`src/design/rbd_pkg.sv`:
```
// ----------------------------------------------------------------------------
// rbd_pkg
// Operation and status codes shared by the ring buffer deque design.
// ----------------------------------------------------------------------------
`default_nettype none

package rbd_pkg;

  typedef enum logic [2:0] {
    KIND_PUSH_BACK  = 3'd0,
    KIND_PUSH_FRONT = 3'd1,
    KIND_POP_BACK   = 3'd2,
    KIND_POP_FRONT  = 3'd3,
    KIND_READ       = 3'd4,
    KIND_CLEAR      = 3'd5
  } kind_t;

  typedef enum logic [1:0] {
    STATUS_OK        = 2'd0,
    STATUS_FULL      = 2'd1,
    STATUS_UNDERFLOW = 2'd2,
    STATUS_RANGE     = 2'd3
  } status_t;

endpackage

`default_nettype wire

```
`src/design/ring_buffer_deque.sv`:
```
// A request accepted at a clock edge passes the request register, the middle
// stage and the output register; done is high with its result.
// Throughput: one request per cycle; busy stays low, the ring store has one
// write and one registered read port and front/back words live in registers.
// Reset (rst, synchronous) empties the deque; the ring store keeps its contents.
// ----------------------------------------------------------------------------
// ring_buffer_deque
// Double-ended queue in a circular store with head/tail pointers and count.
// ----------------------------------------------------------------------------
`default_nettype none

module ring_buffer_deque #(
  parameter int DEPTH      = 16,
  parameter int DATA_WIDTH = 32
) (
  input  wire                clk,
  input  wire                rst,
  input  wire                start,
  output logic               busy,
  input  wire  [2:0]         kind,
  input  wire  signed [31:0] write_value,
  input  wire  [3:0]         read_index,
  output logic               done,
  output logic signed [31:0] read_value,
  output logic signed [31:0] front_value,
  output logic signed [31:0] back_value,
  output logic [4:0]         entry_count,
  output logic               is_empty,
  output logic [1:0]         status
);

  localparam int PW   = $clog2(DEPTH);
  localparam int CW   = $clog2(DEPTH + 1);
  localparam int CMPW = (CW > 4) ? CW : 4;
  localparam logic [PW-1:0] LAST_PTR = PW'(DEPTH - 1);
  localparam logic [CW-1:0] FULL_CNT = CW'(DEPTH);
  localparam logic [PW:0]   WRAP     = (PW + 1)'(DEPTH);

  function automatic logic [PW-1:0] ptr_inc(input logic [PW-1:0] p);
    return (p == LAST_PTR) ? '0 : p + 1'b1;
  endfunction

  function automatic logic [PW-1:0] ptr_dec(input logic [PW-1:0] p);
    return (p == '0) ? LAST_PTR : p - 1'b1;
  endfunction

  // request register
  logic                  req_valid;
  rbd_pkg::kind_t        req_kind;
  logic [DATA_WIDTH-1:0] req_wval;
  logic [3:0]            req_idx;

  // deque state
  logic [PW-1:0]         head_ptr, head_ptr_next;
  logic [PW-1:0]         tail_ptr, tail_ptr_next;
  logic [CW-1:0]         word_count, word_count_next;
  logic [DATA_WIDTH-1:0] front_word, front_word_next;
  logic [DATA_WIDTH-1:0] back_word, back_word_next;
  logic                  front_pend, front_pend_next;
  logic                  back_pend, back_pend_next;

  // ring store
  logic [DATA_WIDTH-1:0] ring_store [DEPTH];
  logic [DATA_WIDTH-1:0] rd_word;
  logic                  wr_en, rd_en;
  logic [PW-1:0]         wr_addr, rd_addr;

  // middle stage
  logic                  b_valid;
  rbd_pkg::status_t      b_status, status_next;
  logic                  b_read_ok, read_ok_next;

  logic [DATA_WIDTH-1:0] front_eff, back_eff;
  logic [PW-1:0]         head_dec, tail_dec;
  logic [PW:0]           idx_sum, idx_wrapped;

  assign busy = 1'b0;

  // a pop leaves the new end word in the read register until the end word register takes it
  assign front_eff = front_pend ? rd_word : front_word;
  assign back_eff  = back_pend ? rd_word : back_word;

  assign head_dec    = ptr_dec(head_ptr);
  assign tail_dec    = ptr_dec(tail_ptr);
  assign idx_sum     = {1'b0, head_ptr} + (PW + 1)'(req_idx);
  assign idx_wrapped = (idx_sum >= WRAP) ? idx_sum - WRAP : idx_sum;

  always_ff @(posedge clk) begin
    if (rst) begin
      req_valid <= 1'b0;
    end else begin
      req_valid <= start && !busy;
    end
    if (start && !busy) begin
      req_kind <= rbd_pkg::kind_t'(kind);
      req_wval <= DATA_WIDTH'($unsigned(write_value));
      req_idx  <= read_index;
    end
  end

  always_comb begin
    head_ptr_next   = head_ptr;
    tail_ptr_next   = tail_ptr;
    word_count_next = word_count;
    front_word_next = front_eff;
    back_word_next  = back_eff;
    front_pend_next = 1'b0;
    back_pend_next  = 1'b0;
    wr_en           = 1'b0;
    wr_addr         = tail_ptr;
    rd_en           = 1'b0;
    rd_addr         = PW'(idx_wrapped);
    status_next     = rbd_pkg::STATUS_OK;
    read_ok_next    = 1'b0;
    if (req_valid) begin
      unique case (req_kind)
        rbd_pkg::KIND_PUSH_BACK: begin
          if (word_count == FULL_CNT) begin
            status_next = rbd_pkg::STATUS_FULL;
          end else begin
            wr_en           = 1'b1;
            wr_addr         = tail_ptr;
            tail_ptr_next   = ptr_inc(tail_ptr);
            word_count_next = word_count + 1'b1;
            back_word_next  = req_wval;
            if (word_count == '0) begin
              front_word_next = req_wval;
            end
          end
        end
        rbd_pkg::KIND_PUSH_FRONT: begin
          if (word_count == FULL_CNT) begin
            status_next = rbd_pkg::STATUS_FULL;
          end else begin
            wr_en           = 1'b1;
            wr_addr         = head_dec;
            head_ptr_next   = head_dec;
            word_count_next = word_count + 1'b1;
            front_word_next = req_wval;
            if (word_count == '0) begin
              back_word_next = req_wval;
            end
          end
        end
        rbd_pkg::KIND_POP_BACK: begin
          if (word_count == '0) begin
            status_next = rbd_pkg::STATUS_UNDERFLOW;
          end else begin
            tail_ptr_next   = tail_dec;
            word_count_next = word_count - 1'b1;
            rd_en           = 1'b1;
            rd_addr         = ptr_dec(tail_dec);
            back_pend_next  = 1'b1;
          end
        end
        rbd_pkg::KIND_POP_FRONT: begin
          if (word_count == '0) begin
            status_next = rbd_pkg::STATUS_UNDERFLOW;
          end else begin
            head_ptr_next   = ptr_inc(head_ptr);
            word_count_next = word_count - 1'b1;
            rd_en           = 1'b1;
            rd_addr         = ptr_inc(head_ptr);
            front_pend_next = 1'b1;
          end
        end
        rbd_pkg::KIND_READ: begin
          if (CMPW'(req_idx) >= CMPW'(word_count)) begin
            status_next = rbd_pkg::STATUS_RANGE;
          end else begin
            rd_en        = 1'b1;
            rd_addr      = PW'(idx_wrapped);
            read_ok_next = 1'b1;
          end
        end
        rbd_pkg::KIND_CLEAR: begin
          head_ptr_next   = '0;
          tail_ptr_next   = '0;
          word_count_next = '0;
        end
        default: begin
        end
      endcase
    end
  end

  always_ff @(posedge clk) begin
    if (wr_en) begin
      ring_store[wr_addr] <= req_wval;
    end
    if (rd_en) begin
      rd_word <= ring_store[rd_addr];
    end
  end

  always_ff @(posedge clk) begin
    if (rst) begin
      head_ptr   <= '0;
      tail_ptr   <= '0;
      word_count <= '0;
      front_pend <= 1'b0;
      back_pend  <= 1'b0;
      b_valid    <= 1'b0;
      done       <= 1'b0;
    end else begin
      head_ptr   <= head_ptr_next;
      tail_ptr   <= tail_ptr_next;
      word_count <= word_count_next;
      front_pend <= front_pend_next;
      back_pend  <= back_pend_next;
      b_valid    <= req_valid;
      done       <= b_valid;
    end
    front_word <= front_word_next;
    back_word  <= back_word_next;
    b_status   <= status_next;
    b_read_ok  <= read_ok_next;
  end

  // state seen here is the state right after the request in the middle stage
  always_ff @(posedge clk) begin
    read_value  <= b_read_ok ? 32'(rd_word) : '0;
    front_value <= (word_count != '0) ? 32'(front_eff) : '0;
    back_value  <= (word_count != '0) ? 32'(back_eff) : '0;
    entry_count <= 5'(word_count);
    is_empty    <= (word_count == '0);
    status      <= b_status;
  end

`ifndef SYNTHESIS
  a_count_bound: assert property (@(posedge clk) disable iff (rst)
    word_count <= FULL_CNT)
    else $error("word count above depth");

  a_ptr_span: assert property (@(posedge clk) disable iff (rst)
    ((PW + 1)'(tail_ptr) == (PW + 1)'(head_ptr) + (PW + 1)'(word_count)) ||
    ((PW + 1)'(tail_ptr) + WRAP == (PW + 1)'(head_ptr) + (PW + 1)'(word_count)))
    else $error("head, tail and count disagree");

  a_one_pend: assert property (@(posedge clk) disable iff (rst)
    !(front_pend && back_pend))
    else $error("front and back both wait on the read register");

  a_latency: assert property (@(posedge clk) disable iff (rst)
    (start && !busy) |-> ##3 done)
    else $error("request without result three cycles later");
`endif

endmodule

`default_nettype wire

```
`config.mk`:
```
export PLATFORM = sky130hd
export DESIGN_NAME = ring_buffer_deque
export DESIGN_NICKNAME = d
export VERILOG_FILES = /design/src/design/rbd_pkg.sv /design/src/design/ring_buffer_deque.sv
export SDC_FILE = /design/constraint.sdc
export NUM_CORES = 1
export LEC_CHECK = 0
export BUFFER_PORTS_ARGS = -buffer_cell sky130_fd_sc_hd__buf_4
export CAP_MARGIN = 20
export CORE_ASPECT_RATIO = 1.2
export CORE_MARGIN = 10
export CORE_UTILIZATION = 55
export CTS_CLUSTER_DIAMETER = 150
export DETAILED_ROUTE_END_ITERATION = 10
export GPL_ROUTABILITY_DRIVEN = 0
export PLACE_DENSITY = 0.73
export SLEW_MARGIN = 20
export SYNTH_ARGS = -nofsm -noshare
export SYNTH_HDL_FRONTEND = slang
export SYNTH_SLANG_ARGS = --single-unit
```
`constraint.sdc`:
```
create_clock -name clk -period 4.2 [get_ports clk]
set_clock_uncertainty 0.05 [all_clocks]
set_input_delay 0.21 -clock clk [delete_from_list [all_inputs] [get_ports clk]]
set_output_delay 0.21 -clock clk [all_outputs]
set_load 0.01 [all_outputs]
```
==> impl_metrics.sql, run 1 <==
INSERT INTO impl_metrics (metric_group, metric, value, unit) VALUES
('clock_tree', 'clock_sinks', '772', ''),
('worst_setup_path', 'cp_data_arrival_time', '4.09', 'ns'),
('cells_and_area', 'mostFrequentLayoutCells', 'sky130_fd_sc_hd__edfxtp_1 (583), sky130_fd_sc_hd__mux2i_1 (325), sky130_fd_sc_hd__dfxtp_1 (186), sky130_fd_sc_hd__buf_4 (186), sky130_fd_sc_hd__nor2_1 (180)', ''),
('pwr', 'p_leak', '0.01305', 'uW'),
('floorplan', 'die_w', '236.7', 'um'),
('global_route', 'grt_first_pass_wirelength', '109.5', 'mm'),
('synth', 'yosys_warnings', '0', ''),
('routing', 'total_number_of_vias', '18934', ''),
('clock_tree', 'htree_levels', '3', ''),
('synth', 'synth_top_area_share', '56.49', '%'),
('synth', 'fraction_of_registers_with_async_set_reset', '0', '%'),
('cells_and_area', 'syn_to_layout_area_delta', '15.90', '%'),
('global_route', 'grtUsageTotal', '21.15', '%'),
('worst_setup_path', 'worst_ep_required_time', '4.49', 'ns'),
('sta', 'min_period_over_period', '90.56', '%'),
('cells_and_area', 'layout.cells.most_common', 'sky130_fd_sc_hd__edfxtp_1', ''),
('global_route', 'grt_start_max_net_pins', '97', ''),
('placement', 'post-dp-hpwl', '42.22', 'mm'),
('synth', 'seq_area_frac_synth', '68.70', '%'),
('clock_tree', 'clock_path_buffers', '3', ''),
('sta', 'hold-worst-slack', '0.1241', 'ns'),
('clock_tree', 'cts.clk_slew.worst_paths', '0.06', 'ns'),
('worst_setup_path', 'cp-start-kind', 'flip-flop', ''),
('synth', 'synth.cell_area', '0.03099', 'mm^2'),
('clock_tree', 'cts_buffers', '74', ''),
('sta', 'timing.final.hold_violations', '0', ''),
('worst_setup_path', 'end_kind', 'flip-flop', ''),
('routing', 'remaining_drc_errors', '0', ''),
('worst_setup_path', 'timing.critical_path.from', 'tail_ptr[0]$_SDFFE_PP0P_', ''),
('sta', 'finalSetupViolations', '0', ''),
('flow_run', 'max_cap_violations', '0', ''),
('synth', 'synth.distinct_cells', '55', ''),
('floorplan', 'placementRows', '95', ''),
('sta', 'max_freq', '262.9', 'MHz'),
('sta', 'fin_crit', '3.803', 'ns'),
('synth', 'yosys-top-cells-area', 'sky130_fd_sc_hd__edfxtp_1 (56%), sky130_fd_sc_hd__dfxtp_1 (12%), sky130_fd_sc_hd__mux2i_1 (11%)', ''),
('routing', 'drt-total-wl', '72.31', 'mm'),
('floorplan', 'initial_core_util', '55.47', '%'),
('global_route', 'gr-total-overflow', '0', ''),
('clock_tree', 'cts_root_buf', 'sky130_fd_sc_hd__clkbuf_16', ''),
('worst_setup_path', 'worstSetupPathType', 'flip-flop to flip-flop', ''),
('sta', 'tightest_slew', '1.115', 'ns'),
('synth', 'syn-num-nets', '2282', ''),
('routing', 'avgViaCountPerCell', '5.990', ''),
('routing', 'route.detailed.wl_per_inst', '22.88', 'um'),
('min_path', 'hp-class', 'primary input to flip-flop', ''),
('cells_and_area', 'nNetsFinal', '2441', ''),
('sta', 'setup-tns-final', '0', 'ns'),
('synth', 'synth-main-ff-cell', 'sky130_fd_sc_hd__edfxtp_1', ''),
('global_route', 'grt_pass1_vias', '18569', ''),
('sta', 'rsz0062_at_grt', 'false', ''),
('global_route', 'antenna_found_initial', '0', ''),
('clock_tree', 'tritoncts', 'built', ''),
('routing', 'final_antenna_net_count', '0', ''),
('sta', 'maxSlewHeadroom', '25.67', '%'),
('synth', 'yosysTopAreaCell', 'sky130_fd_sc_hd__edfxtp_1', ''),
('min_path', 'hold_start', 'start', ''),
('worst_setup_path', 'worstReg2RegStart', 'tail_ptr[0]$_SDFFE_PP0P_', ''),
('run_status', 'outcome', 'completed', ''),
('pwr', 'max-vdd-ir-drop', '0.0003220', 'V'),
('worst_setup_path', 'worst_path_fanout_max', '96', ''),
('synth', 'syn_avg_cell_area', '13.95', 'um^2'),
('synth', 'synth_cells', '2221', ''),
('floorplan', 'die_h', '280.0', 'um'),
('pwr', 'power.density_cell_area', '488.7', 'mW/mm^2'),
('floorplan', 'floorplan.die_area', '0.06628', 'mm^2'),
('synth', 'edff_count_synth', '583', ''),
('cells_and_area', 'fillerInstances', '3950', ''),
('placement', 'numPortBuffers', '146', ''),
('synth', 'postSynthRegisterBits', '772', ''),
('routing', 'first_iter_violations', '1809', ''),
('cells_and_area', 'drive_gt1_share', '14.71', '%'),
('sta', 'timing.final.max_slew_violations', '0', ''),
('cells_and_area', 'antenna_cells_inserted', '0', ''),
('routing', 'firstDrtPassIters', '5', ''),
('floorplan', 'design.core.area', '0.05587', 'mm^2'),
('floorplan', 'io-pin-count', '148', ''),
('clock_tree', 'insertion_delay', '0.60', 'ns');
-- what timing repair did --
action,CTS,global route
endpoints found under the setup margin,0,0
hold endpoints to repair,54,0
hold buffers,40,0
resized for setup,0,0
buffers inserted,0,0
-- metrics by stage --
| step | setup WS, ns | std cells | power, uW | utilization (%) | cell area [um^2] |
|---|---|---|---|---|---|
| after floorplan | 0.3182 | 2221 | 10490 | - | 30990 |
| after global placement | 0.6199 | 2991 | 11110 | 59.35 | 33160 |
| after detailed placement | 0.4310 | 2991 | 11210 | 59.35 | 33160 |
| after CTS | 0.4199 | 3161 | 17650 | 64.29 | 35920 |
| after global routing | 0.1860 | 3161 | 18180 | 64.29 | 35920 |
| final | 0.3965 | 3161 | 17550 | 64.29 | 35920 |
-- worst max-delay path, cell delays in order (launching register included) --
cell,delay (ns)
sky130_fd_sc_hd__dfxtp_1,0.42
sky130_fd_sc_hd__inv_1,0.22
sky130_fd_sc_hd__ha_1,0.22
sky130_fd_sc_hd__nor3b_1,0.42
sky130_fd_sc_hd__nor3_1,0.09
sky130_fd_sc_hd__o31a_1,0.31
sky130_fd_sc_hd__mux2_8,0.57
sky130_fd_sc_hd__buf_12,0.31
sky130_fd_sc_hd__a211oi_1,0.22
sky130_fd_sc_hd__a2111oi_0,0.11
sky130_fd_sc_hd__or4_1,0.51
-- state kept, by name, indices dropped and copies added (netlist names) --
signal and cells:
req_kind 3, front_pend 1, req_idx 4, req_valid 1
req_wval 32, b_valid 1, front_value 32, b_read_ok 1
done 1, head_ptr 4, back_word 32, back_pend 1
tail_ptr 4, front_word 32, status 2, rd_word 32
back_value 32, entry_count 5, ring_store 512, word_count 5
read_value 32, b_status 2, is_empty 1
-- cell families (layout without fill, tap and decap cells) --
family | after synthesis | in the layout | share of synthesized area (%)
buffers and inverters | 180 | 393 | 2.511
and+or+nand+nor | 494 | 494 | 8.054
DFF | 772 | 772 | 68.70
AOI/OAI and AO/OA | 418 | 418 | 9.044
xor gates and xnor gates | 8 | 8 | 0.2261
other | 1 | 1 | 0.01210
muxes | 329 | 329 | 10.64
adders and majority gates | 19 | 19 | 0.8155
-- layer usage --
| layer | global-route usage, % | share of wire, % | up-vias |
|---|---|---|---|
| met2 | 34.45 | 48 | 693 |
| met3 | 3.349 | 7.2 | 99 |
| met5 | 0 | 0 | - |
| met4 | 6.359 | 1.6 | 0 |
| met1 | 28.86 | 43 | 9425 |
| li1 | - | - | 8717 |
-- where the power goes --
group          internal, uW  total, uW  switching, uW
Sequential             8650       8910            265
Clock                  3710       6450           2740
Combinational           936       2190           1260
Total                 13300      17600           4260
-- synth_stat cells (10+ instances only) --
master / number
sky130_fd_sc_hd__buf_1: 10
sky130_fd_sc_hd__nand2_1: 52
sky130_fd_sc_hd__mux2i_1: 326
sky130_fd_sc_hd__a21oi_1: 85
sky130_fd_sc_hd__or4_1: 32
sky130_fd_sc_hd__a211oi_1: 67
sky130_fd_sc_hd__edfxtp_1: 583
sky130_fd_sc_hd__nor3_1: 13
sky130_fd_sc_hd__and2_1: 33
sky130_fd_sc_hd__o21ai_0: 105
sky130_fd_sc_hd__a22oi_1: 33
sky130_fd_sc_hd__a22o_1: 32
sky130_fd_sc_hd__clkbuf_1: 108
sky130_fd_sc_hd__ha_1: 17
sky130_fd_sc_hd__and3_1: 67
sky130_fd_sc_hd__buf_2: 28
sky130_fd_sc_hd__inv_1: 19
sky130_fd_sc_hd__nor2b_1: 72
sky130_fd_sc_hd__a2111oi_0: 64
sky130_fd_sc_hd__buf_4: 12
sky130_fd_sc_hd__nor2_1: 197
sky130_fd_sc_hd__dfxtp_1: 189
-- final timing paths --
| check | to | slack [ns] | depth (start not counted) |
|---|---|---|---|
| max | rd_word[16]$_DFFE_PP_ | 0.40 | 10 |
| min | req_wval[19]$_DFFE_PP_ | 0.12 | 1 |
| min reg2reg | status[1]$_DFF_P_ | 0.28 | 0 |
| max reg2reg | rd_word[16]$_DFFE_PP_ | 0.40 | 10 |
-- area by class of cell --
class                      count  area, um^2  area share (%)
tap                          727       909.6           2.532
clock inverter                34       267.8          0.7455
clock buffer                  96        2092           5.824
inverter                      19       71.32          0.1986
sequential                   772       21290           59.29
multi-input combinational   1269        9126           25.41
timing repair buffer         244        2157           6.006
No activity file was read; power rests on OpenSTA's default activity.
==> run 2, diff against run 1 <==
--- a/config.mk
+++ b/config.mk
@@ -13,6 +13,7 @@
 export CTS_CLUSTER_DIAMETER = 150
 export DETAILED_ROUTE_END_ITERATION = 10
 export GPL_ROUTABILITY_DRIVEN = 0
+export GPL_TIMING_DRIVEN = 0
 export PLACE_DENSITY = 0.73
 export SLEW_MARGIN = 20
 export SYNTH_ARGS = -nofsm -noshare
==> impl_metrics.sql, run 2 (synthesized netlist as in run 1, its figures left out) <==
INSERT INTO impl_metrics (metric_group, metric, value, unit) VALUES
('run_status', 'outcome', 'completed', ''),
('clock_tree', 'htree_levels', '3', ''),
('worst_setup_path', 'reg2reg_setup_slack', '0.23', 'ns'),
('worst_setup_path', 'rr_worst_depth', '11', ''),
('cells_and_area', 'layout.cells.most_common', 'sky130_fd_sc_hd__edfxtp_1', ''),
('placement', 'numPortBuffers', '146', ''),
('sta', 'rsz0062_at_grt', 'false', ''),
('routing', 'firstDrtPassIters', '6', ''),
('floorplan', 'die_w', '236.7', 'um'),
('cells_and_area', 'stdcell_area', '0.03635', 'mm^2'),
('pwr', 'power.density_cell_area', '487.2', 'mW/mm^2'),
('worst_setup_path', 'cp-start-kind', 'flip-flop', ''),
('clock_tree', 'clock_sinks', '772', ''),
('clock_tree', 'cts.clk_slew.worst_paths', '0.06', 'ns'),
('clock_tree', 'cts_root_buf', 'sky130_fd_sc_hd__clkbuf_16', ''),
('sta', 'finalSetupViolations', '0', ''),
('clock_tree', 'cts_buffers', '74', ''),
('floorplan', 'placementRows', '95', ''),
('global_route', 'grtUsageTotal', '23.18', '%'),
('cells_and_area', 'nNetsFinal', '2562', ''),
('pwr', 'p_leak', '0.01318', 'uW'),
('global_route', 'grt_pass1_vias', '20236', ''),
('floorplan', 'io-pin-count', '148', ''),
('floorplan', 'floorplan.die_area', '0.06628', 'mm^2'),
('routing', 'route.detailed.wl_per_inst', '23.84', 'um'),
('clock_tree', 'tritoncts', 'built', ''),
('sta', 'timing.final.hold_violations', '0', ''),
('routing', 'total_number_of_vias', '19606', ''),
('floorplan', 'initial_core_util', '55.47', '%'),
('cells_and_area', 'syn_to_layout_area_delta', '17.30', '%'),
('sta', 'max_freq', '252.1', 'MHz'),
('sta', 'fin_crit', '3.966', 'ns'),
('min_path', 'hp-class', 'primary input to flip-flop', ''),
('worst_setup_path', 'crit_chain', 'clkbuf_2 > inv_1 > ha_1 > or2_2 > o21ai_2 > a31oi_1 > o21ba_2 > o31ai_2 > clkbuf_1 > a2111oi_0 > or4_1', ''),
('min_path', 'hold_path_depth', '1', ''),
('sta', 'hold-worst-slack', '0.05847', 'ns'),
('worst_setup_path', 'end_kind', 'flip-flop', ''),
('cells_and_area', 'drive_gt1_share', '13.74', '%'),
('global_route', 'antenna_found_initial', '1', ''),
('global_route', 'gr-total-overflow', '0', ''),
('worst_setup_path', 'max_stage_delay', '0.64', 'ns'),
('routing', 'first_iter_violations', '1839', ''),
('clock_tree', 'insertion_delay', '0.61', 'ns'),
('pwr', 'power.total', '17710', 'uW'),
('sta', 'tightest_slew', '1.150', 'ns'),
('pwr', 'max-vdd-ir-drop', '0.0003270', 'V'),
('floorplan', 'design.core.area', '0.05587', 'mm^2'),
('flow_run', 'max_cap_violations', '0', ''),
('min_path', 'hold_start', 'start', ''),
('sta', 'timing.final.max_slew_violations', '0', ''),
('placement', 'post-dp-hpwl', '56.83', 'mm'),
('placement', 'postPlaceCellArea', '0.03355', 'mm^2'),
('worst_setup_path', 'worstSetupPathDepth', '11', ''),
('cells_and_area', 'mostFrequentLayoutCells', 'sky130_fd_sc_hd__edfxtp_1 (583), sky130_fd_sc_hd__mux2i_1 (325), sky130_fd_sc_hd__dfxtp_1 (189), sky130_fd_sc_hd__nor2_1 (180), sky130_fd_sc_hd__buf_4 (164)', ''),
('routing', 'final_antenna_net_count', '0', ''),
('floorplan', 'die_h', '280.0', 'um'),
('min_path', 'holdPathEnd', 'req_wval[19]$_DFFE_PP_', ''),
('cells_and_area', 'post-route-util', '65.07', '%'),
('cells_and_area', 'regMostFlops', 'ring_store', ''),
('global_route', 'grt_first_pass_wirelength', '118.3', 'mm'),
('cells_and_area', 'largest_reg_flops', '512', ''),
('worst_setup_path', 'worstSetupPathType', 'flip-flop to flip-flop', ''),
('sta', 'maxSlewHeadroom', '22.76', '%'),
('global_route', 'grt_start_max_net_pins', '41', ''),
('worst_setup_path', 'r2r_end', 'rd_word[0]$_DFFE_PP_', ''),
('worst_setup_path', 'critPathBufInv', '3', ''),
('worst_setup_path', 'worst_ep_required_time', '4.47', 'ns'),
('routing', 'avgViaCountPerCell', '5.972', ''),
('routing', 'drt-total-wl', '78.28', 'mm'),
('worst_setup_path', 'worstReg2RegStart', 'tail_ptr[0]$_SDFFE_PP0P_', ''),
('worst_setup_path', 'cp_data_arrival_time', '4.23', 'ns'),
('worst_setup_path', 'worst_path_dominant_cell_family', 'compound AO/OA/AOI/OAI gates', ''),
('clock_tree', 'clock_path_buffers', '3', ''),
('worst_setup_path', 'critical-path-slowest-cell', 'sky130_fd_sc_hd__or4_1', ''),
('routing', 'remaining_drc_errors', '0', ''),
('sta', 'min_period_over_period', '94.43', '%'),
('worst_setup_path', 'worst_path_fanout_max', '10', '');
==> run 2: where the power goes <==
part	internal [uW]	switching [uW]	leakage, uW
Combinational	929	1500	0.00521
Sequential	8650	263	0.00682
Clock	3590	2780	0.00115
==> run 2: how the worst max path moves through the flow <==
| stage | from | end | slack (ns) |
|---|---|---|---|
| finish | tail_ptr[0]$_SDFFE_PP0P_ | rd_word[0]$_DFFE_PP_ | 0.23 |
| global placement | req_kind[1]$_DFFE_PP_ | ring_store[5][12]$_DFFE_PP_ | -1.35 |
| CTS | tail_ptr[0]$_SDFFE_PP0P_ | rd_word[20]$_DFFE_PP_ | 0.06 |
| global route | word_count[0]$_SDFFE_PP0P_ | rd_word[22]$_DFFE_PP_ | 0.07 |
| floorplan | req_kind[1]$_DFFE_PP_ | ring_store[1][0]$_DFFE_PP_ | 0.32 |
| detailed placement | tail_ptr[0]$_SDFFE_PP0P_ | rd_word[9]$_DFFE_PP_ | -0.32 |
==> run 2: stage by stage <==
stage	cells	TNS, ns	worst slack, ns
after floorplan	2221	0	0.3182
after global placement	3094	-518.81	-1.347
after detailed placement	3110	-8.209	-0.3218
after CTS	3282	0	0.05649
after global routing	3282	0	0.07139
final	3283	0	0.2341
==> run 2: cell type report <==
class	instances	area (um^2)
sequential	772	21290
fill	3929	19510
multi-input combinational	1269	9081
clock buffer	97	2095
timing repair buffer	204	1949
tap	727	909.6
buffer	161	726.9
clock inverter	33	227.7
inverter	19	71.32
antenna	1	2.502
==> run 2: layer usage <==
layer,GRT usage (%),share of wire (%)
met1,27.66,38
met2,40.36,50
met3,4.123,7.3
met4,10.41,3.9
met5,0,0
==> run 2: what timing repair did <==
action / 4_1_cts / 5_1_grt
setup buffers: 2 / 0
hold endpoints to repair: 47 / 0
hold buffers: 40 / 0
gates resized for setup: 11 / 8
setup endpoints to repair: 32 / 43
==> run 2: worst register-to-register path, delay by kind of cell (launching register included) <==
kind                     cells  cell delay, ns
AO/OA/AOI/OAI                5            1.10
adder cells (fa/ha/maj)      1            0.25
buffers and inverters        3            0.99
flip-flops                   1            0.36
AND/OR/NAND/NOR              2            0.93
